File: config.mk
export PLATFORM = sky130hd
export DESIGN_NAME = asd_sqrt_cell
export DESIGN_NICKNAME = d
export VERILOG_FILES = /design/src/design/asd_pkg.sv /design/src/design/asd_sqrt_cell.sv
export SDC_FILE = /design/constraint.sdc
export NUM_CORES = 1
export LEC_CHECK = 0
export ABC_AREA = 1
export BUFFER_PORTS_ARGS = -buffer_cell sky130_fd_sc_hd__buf_2
export CAP_MARGIN = 30
export CELL_PAD_IN_SITES_DETAIL_PLACEMENT = 1
export CELL_PAD_IN_SITES_GLOBAL_PLACEMENT = 1
export CORE_MARGIN = 3
export CORE_UTILIZATION = 37
export CTS_CLUSTER_DIAMETER = 150
export DETAILED_ROUTE_END_ITERATION = 12
export HOLD_SLACK_MARGIN = 0.1
export PLACE_DENSITY_LB_ADDON = 0.1
export SETUP_SLACK_MARGIN = 0.1
export SYNTH_ARGS = -nofsm -noshare
export SYNTH_HDL_FRONTEND = slang
export SYNTH_SLANG_ARGS = --single-unit
export TNS_END_PERCENT = 30
File: constraint.sdc
create_clock -name clk -period 2.7 [get_ports clk]
set_input_delay 0.27 -clock clk [delete_from_list [all_inputs] [get_ports clk]]
set_output_delay 0.27 -clock clk [all_outputs]
set_load 0.01 [all_outputs]
File: src/design/asd_pkg.sv
// Shared types, constants and helper functions of the annulus sector distance block.
// No dependencies; every other design file refers to it by scoped names.
package asd_pkg;

	// Default parameter values.
	localparam int CORDIC_STEPS = 16;
	localparam int FRACTION_BITS = 16;

	// Field widths fixed by the interface.
	localparam int LEN_W = 31;
	localparam int ANG_W = 19;
	localparam int DIST_W = 32;

	// Datapath widths of the rotation chain (Q30 values).
	localparam int XY_W = 34;
	localparam int Z_W = 33;

	// Q30 constants: pi, the CORDIC gain compensation and half of pi (truncated).
	localparam logic signed [63:0] PI_Q30 = 64'sd3373259426;
	localparam logic signed [63:0] K_Q30 = 64'sd652032874;
	localparam logic signed [63:0] HALF_PI_Q30 = 64'sd1686629713;

	// Register indexes of the configuration port.
	typedef enum logic [1:0] {
		REG_R_MIN = 2'd0,
		REG_R_MAX = 2'd1,
		REG_AVERAGE_PHI = 2'd2,
		REG_HALF_PHI_SECTOR = 2'd3
	} reg_idx_t;

	// Side data that travels alongside the rotation chain.
	typedef struct packed {
		logic [LEN_W-1:0] rlo;
		logic [LEN_W-1:0] rhi;
		logic [LEN_W-1:0] r;
		logic zero;
		logic full;
		logic dpos;
		logic neg;
	} side_t;

	// Result bookkeeping that travels alongside the square root chain.
	typedef struct packed {
		logic zero;
		logic use_sqrt;
		logic sat;
		logic [LEN_W-1:0] rlo;
		logic signed [35:0] res;
	} fin_t;

	// Arctangent of 2^-i in Q30 radians.
	function automatic logic [29:0] atan_q30(input int i);
		logic [29:0] v;
		case (i)
			0: v = 30'd843314857;
			1: v = 30'd497837829;
			2: v = 30'd263043837;
			3: v = 30'd133525159;
			4: v = 30'd67021687;
			5: v = 30'd33543516;
			6: v = 30'd16775851;
			7: v = 30'd8388437;
			8: v = 30'd4194283;
			9: v = 30'd2097149;
			default: v = 30'(64'd1 << (30 - i));
		endcase
		return v;
	endfunction

endpackage

File: src/design/asd_sqrt_cell.sv
// One result-bit step of the integer square root chain, registered.
// Depends on asd_pkg for the result record.
module asd_sqrt_cell #(
	parameter int STEP = 0
) (
	input logic clk,
	input logic en,
	input logic [63:0] n_i,
	input logic [63:0] root_i,
	input asd_pkg::fin_t fin_i,
	output logic [63:0] n_o,
	output logic [63:0] root_o,
	output asd_pkg::fin_t fin_o
);
	localparam logic [63:0] BIT = 64'd1 << (62 - 2 * STEP);

	logic [63:0] trial;

	assign trial = root_i + BIT;

	// Subtract the trial value when it fits and set this result bit.
	always_ff @(posedge clk) begin
		if (en) begin
			if (n_i >= trial) begin
				n_o <= n_i - trial;
				root_o <= (root_i >> 1) + BIT;
			end else begin
				n_o <= n_i;
				root_o <= root_i >> 1;
			end
			fin_o <= fin_i;
		end
	end
endmodule

==> flow_summary.json, run 1 <==
{
  "min_path_type": "primary input to flip-flop",
  "critPathCaptureType": "flip-flop",
  "tightest_slew_ns": 0.449,
  "fillCellCount": 4312,
  "die_x_um": 194,
  "grt_first_pass_wirelength_um": 89900,
  "root_buffer": "clkbuf_16",
  "report.final.slew_viol_count": 0,
  "cp_max_fo": 9,
  "hold-path-cell-count": 3,
  "slew-limit-headroom": 0.701,
  "antenna_found_initial": 5,
  "rsz0062_at_grt": "yes",
  "cp_num_buf_inv": 6,
  "required_ns": 2.91,
  "cp.arrival_ns": 2.80,
  "netlist_area_sq_mm": 0.0131,
  "viasPerCell": 4.88,
  "cts_tree": "done",
  "crit_family": "simple AND/OR/NAND/NOR gates",
  "core_sq_mm": 0.0346,
  "critPathKind": "primary input to flip-flop",
  "path_cells": "dlygate4sd3_1, buf_2, inv_1, ha_4, nand2_2, inv_2, nand2_4, nor3_4, nand2_2, nor3_4, nand2_2, nand2_8, clkinv_8, buf_12, nand2_1, nand2_1",
  "total_power_w": 0.00998,
  "dpl-instance-area_sq_mm": 0.0161,
  "cp.depth": 16,
  "rows": 68,
  "routedWlPerCell_um": 21.4,
  "final.min_clock_period_ns": 2.59,
  "yosysSeqAreaShare": 0.455,
  "drive_above_1_share": 0.260,
  "syn_inst": 1782,
  "fmax_ghz": 0.385,
  "num_io_pins": 398,
  "drv_cap": 0,
  "tns_ns": 0,
  "layout_common_cells": "nand2_1 (723), inv_1 (401), buf_2 (396)",
  "fin_crit_sh": 0.961,
  "initial_core_util": 0.377,
  "drt_iter0_drc": 941,
  "synth_seq_cells": 198,
  "start_kind": "primary input",
  "path_clk_slew_ns": 0.08,
  "leakage_nw": 10.2,
  "clock_path_buffers": 2,
  "final_net_count": 2690,
  "power_density_mw_per_mm2": 521,
  "place_hpwl_um": 44300,
  "utilization": 0.553,
  "hold_viol_final": 0,
  "remaining_drc_errors": 0,
  "htree_levels": 4,
  "firstDrtPassIters": 5,
  "syn_nets": 2047,
  "place_congestion": 0.915,
  "grt_max_degree": 71,
  "portBuffers": 397,
  "syn_avg_cell_area_sq_um": 7.33,
  "final_common_cell": "nand2_1",
  "finish.instance_area_sq_mm": 0.0191,
  "max_stage_delay_ns": 0.52,
  "cts.sinks": 198,
  "dieArea_sq_mm": 0.0376,
  "cp_common_cell": "nand2_2",
  "yosysWarnings": 0,
  "numCtsBuffers": 17,
  "overflow": 0,
  "vias": 14100,
  "synth_cell_type_count": 29,
  "slowest_stage": "dlygate4sd3_1",
  "syn2layout_area_growth_pct": 46.6,
  "ant_nets": 0,
  "ir_worst_vdd_mv": 0.498,
  "setup_viol": 0,
  "whs_ns": 0.104,
  "grt_pass1_vias": 15000,
  "die_h_um": 194,
  "run_status": "complete, no violations",
  "routed_wl_um": 62100,
  "grt_usage": 0.313
}
==> cells in the mapped netlist, drive strengths merged <==
| master | count | area [sq um] |
|---|---|---|
| nand2 | 770 | 2920 |
| inv | 407 | 1530 |
| edfxtp | 198 | 5950 |
| nor2 | 119 | 464 |
| nand3 | 90 | 505 |
| ha | 64 | 801 |
| a21oi | 44 | 224 |
| xor2 | 30 | 263 |
| nand4 | 20 | 125 |
| buf | 13 | 101 |
| nor3 | 10 | 65.1 |
| o21ai | 8 | 40.0 |
| nor4 | 3 | 18.8 |
| and2 | 2 | 12.5 |
| xnor2 | 2 | 17.5 |
| and3 | 1 | 6.26 |
| fa | 1 | 20.0 |
==> worst paths after layout <==
check | startpoint | endpoint
worst min-delay path | n_i[46] | n_o[46]
worst max-delay path | root_i[58] | n_o[63]
==> routing by layer <==
layer / routed length (um) / global-route usage / share of wire
met5: 25 / 0 / 0.00040
met3: 3480 / 0.0539 / 0.056
met2: 30200 / 0.538 / 0.49
met4: 1460 / 0.0934 / 0.024
met1: 27000 / 0.406 / 0.43
==> state kept, by name, summed over array words and instances, names as in the netlist <==
| register | flops |
|---|---|
| n_o | 64 |
| fin_o | 70 |
| root_o | 64 |
==> metrics by stage <==
stage          setup slack, ns  cells
2_1_floorplan            0.446   1782
3_3_place_gp           -0.0159   2681
3_5_place_dp           -0.0558   2681
4_1_cts                  0.104   2886
5_1_grt                 0.0623   2896
6_report                 0.106   2896
==> area by class of cell <==
cell class | instances | area [sq um] | area share
multi-input combinational | 1164 | 6100 | 0.318
inverter | 407 | 1540 | 0.0804
tap | 455 | 569 | 0.0297
clock buffer | 17 | 425 | 0.0222
timing repair buffer | 637 | 4380 | 0.229
antenna | 3 | 7.51 | 0.000392
sequential | 198 | 5950 | 0.311
clock inverter | 15 | 181 | 0.00947
==> kinds of logic after synthesis <==
| group | Yosys count | share of synthesized area |
|---|---|---|
| AO/OA/AOI/OAI | 52 | 0.0202 |
| AND/OR/NAND/NOR | 1015 | 0.315 |
| XOR/XNOR | 32 | 0.0215 |
| adder cells (fa/ha/maj) | 65 | 0.0628 |
| flip-flops | 198 | 0.455 |
| buffers and inverters | 420 | 0.125 |
==> power breakdown <==
part,total [W],switching (W),internal (W)
sequential,0.00389,0.000109,0.00378
combinational,0.00327,0.00203,0.00124
clock,0.00282,0.00148,0.00134
total,0.00998,0.00361,0.00636
==> what timing repair did <==
action | CTS | global route
hold endpoints to repair | 173 | 0
hold buffers | 173 | 0
setup endpoints to repair | 0 | 66
gates resized for setup | 0 | 141
buffers inserted | 0 | 4
Power figures use the tool's default switching activity.
==> run 2, diff against run 1 <==
--- a/config.mk
+++ b/config.mk
@@ -16,8 +16,9 @@
 export DETAILED_ROUTE_END_ITERATION = 12
 export HOLD_SLACK_MARGIN = 0.1
 export PLACE_DENSITY_LB_ADDON = 0.1
+export RECOVER_POWER = 50
 export SETUP_SLACK_MARGIN = 0.1
 export SYNTH_ARGS = -nofsm -noshare
 export SYNTH_HDL_FRONTEND = slang
 export SYNTH_SLANG_ARGS = --single-unit
-export TNS_END_PERCENT = 30
+export TNS_END_PERCENT = 5
==> run 2 against run 1 <==
Routed wire length down 1.5%. Sequential power about the same. First-iteration DRC count up 1.2%. Worst hold slack better by 0.0027 ns. Utilization down 1.1 points. Maximum frequency about the same. Die area unchanged. Non-clock buffer count down 4. Setup slack about the same. Flip-flop and latch count unchanged. Power down 1.1%. Critical path type unchanged.
==> flow_summary.json, run 2 (synthesized netlist as in run 1, its figures left out) <==
{
  "run_status": "complete, no violations",
  "routedWlPerCell_um": 21.2,
  "switching_power_w": 0.00356,
  "critPathKind": "primary input to flip-flop",
  "cp_max_fo": 9,
  "leakage_nw": 9.98,
  "p_seq_frac": 0.395,
  "cts_tree": "done",
  "swShare": 0.361,
  "path_clk_slew_ns": 0.08,
  "grt_max_degree": 71,
  "fillCellCount": 4372,
  "vias": 14100,
  "die_h_um": 194,
  "viasPerCell": 4.86,
  "finalNonFillerCells": 2892,
  "root_buffer": "clkbuf_16",
  "setup_slack_ns": 0.106,
  "cp.arrival_ns": 2.80,
  "power.internal_w": 0.00631,
  "hold_viol_final": 0,
  "initial_core_util": 0.377,
  "fmax_ghz": 0.385,
  "fin_crit_sh": 0.961,
  "dieArea_sq_mm": 0.0376,
  "layout_common_cells": "nand2_1 (732), inv_1 (401), buf_2 (338)",
  "firstDrtPassIters": 5,
  "p_comb_frac": 0.322,
  "tns_ns": 0,
  "start_kind": "primary input",
  "grt_first_pass_wirelength_um": 89900,
  "grt_pass1_vias": 15000,
  "htree_levels": 4,
  "hold-path-cell-count": 3,
  "power_density_mw_per_mm2": 525,
  "core_sq_mm": 0.0346,
  "required_ns": 2.91,
  "final.min_clock_period_ns": 2.59,
  "remaining_drc_errors": 0,
  "place_ws_ns": -0.0558,
  "antenna_found_initial": 4,
  "drive_above_1_share": 0.228,
  "slew-limit-headroom": 0.118,
  "ant_nets": 0,
  "drt_iter0_drc": 952,
  "cts.sinks": 198,
  "min_path_type": "primary input to flip-flop",
  "die_x_um": 194,
  "ir_worst_vdd_mv": 0.505,
  "final_common_cell": "nand2_1",
  "setup_viol": 0,
  "top_register": "fin_o",
  "place_congestion": 0.915,
  "p_clk_frac": 0.284,
  "num_io_pins": 398,
  "reg_top3": "fin_o (70), n_o (64), root_o (64)",
  "syn2layout_area_growth_pct": 43.8,
  "final_net_count": 2686,
  "grt_usage": 0.313,
  "place_hpwl_um": 44300,
  "total_power_w": 0.00986,
  "largest_register_ffs": 70,
  "place_inst": 2681,
  "whs_ns": 0.106,
  "clock_path_buffers": 2,
  "report.final.slew_viol_count": 0,
  "tightest_slew_ns": 1.32,
  "rows": 68,
  "rsz0062_at_grt": "yes",
  "portBuffers": 397,
  "numCtsBuffers": 17,
  "drv_cap": 0,
  "overflow": 0,
  "critPathCaptureType": "flip-flop",
  "routed_wl_um": 61200
}
==> run 2: cell count changes in the layout (fill, tap and decap cells not counted), moves of 3 or more <==
cell      before  now
nand2_2       38   31
ha_1          41   46
ha_2           3   10
nand2_1      723  732
ha_4          20    8
buf_4         56   51
nor2_4        10    7
clkbuf_1       0   57
nor2_1        89   93
clkbuf_2       0    4
buf_2        396  338
==> run 2: metrics by stage <==
step | utilization | area [sq um]
after detailed placement | 0.464 | 16100
after global placement | 0.464 | 16100
after floorplan | - | 13100
after CTS | 0.532 | 18400
after global routing | 0.542 | 18800
final | 0.542 | 18800
==> run 2: worst paths after layout <==
kind	end	start
setup / recovery	n_o[63]	root_i[19]
hold / removal	n_o[46]	n_i[46]
==> run 2: critical path, cell delays in order <==
cell	delay, ns
dlygate4sd3_1	0.56
clkbuf_1	0.13
inv_1	0.09
ha_4	0.31
nand2_2	0.10
nor2_4	0.14
nand2_1	0.13
nor2_2	0.19
nand4_1	0.13
nand3_2	0.11
nand2_2	0.09
nand2_8	0.14
inv_8	0.08
buf_12	0.15
nand2_1	0.08
nand2_1	0.11
==> run 2: timing repair <==
item | 4_1_cts | 5_1_grt
endpoints found under the hold margin | 173 | 0
gates resized for setup | 0 | 106
setup buffers | 0 | 1
endpoints found under the setup margin | 0 | 66
hold buffers | 173 | 0
==> run 2: power groups by stage <==
stage               Sequential [W]  Clock (W)  Combinational (W)
finish                     0.00389    0.00280            0.00317
CTS                        0.00386    0.00277            0.00294
detailed placement         0.00393          0            0.00273
global placement           0.00392          0            0.00265
floorplan                  0.00411          0            0.00125
global route               0.00392    0.00294            0.00344
==> run 2: cell type report <==
type | count | area [sq um] | share of cell area
diodes | 3 | 7.51 | 0.000400
clock buffers | 17 | 425 | 0.0227
clock inverters | 15 | 181 | 0.00966
inverters | 407 | 1540 | 0.0818
multi-input cells | 1164 | 5890 | 0.314
flip-flops and latches | 198 | 5950 | 0.317
well taps | 455 | 569 | 0.0303
repair buffers | 633 | 4230 | 0.225
==> run 2: metal layers <==
metal | vias to the layer above | share of wire | track usage
li1 | 6728 | - | -
met1 | 6795 | 0.44 | 0.406
met2 | 463 | 0.48 | 0.538
met3 | 77 | 0.055 | 0.0539
met4 | 2 | 0.021 | 0.0934
met5 | - | 0.00021 | 0
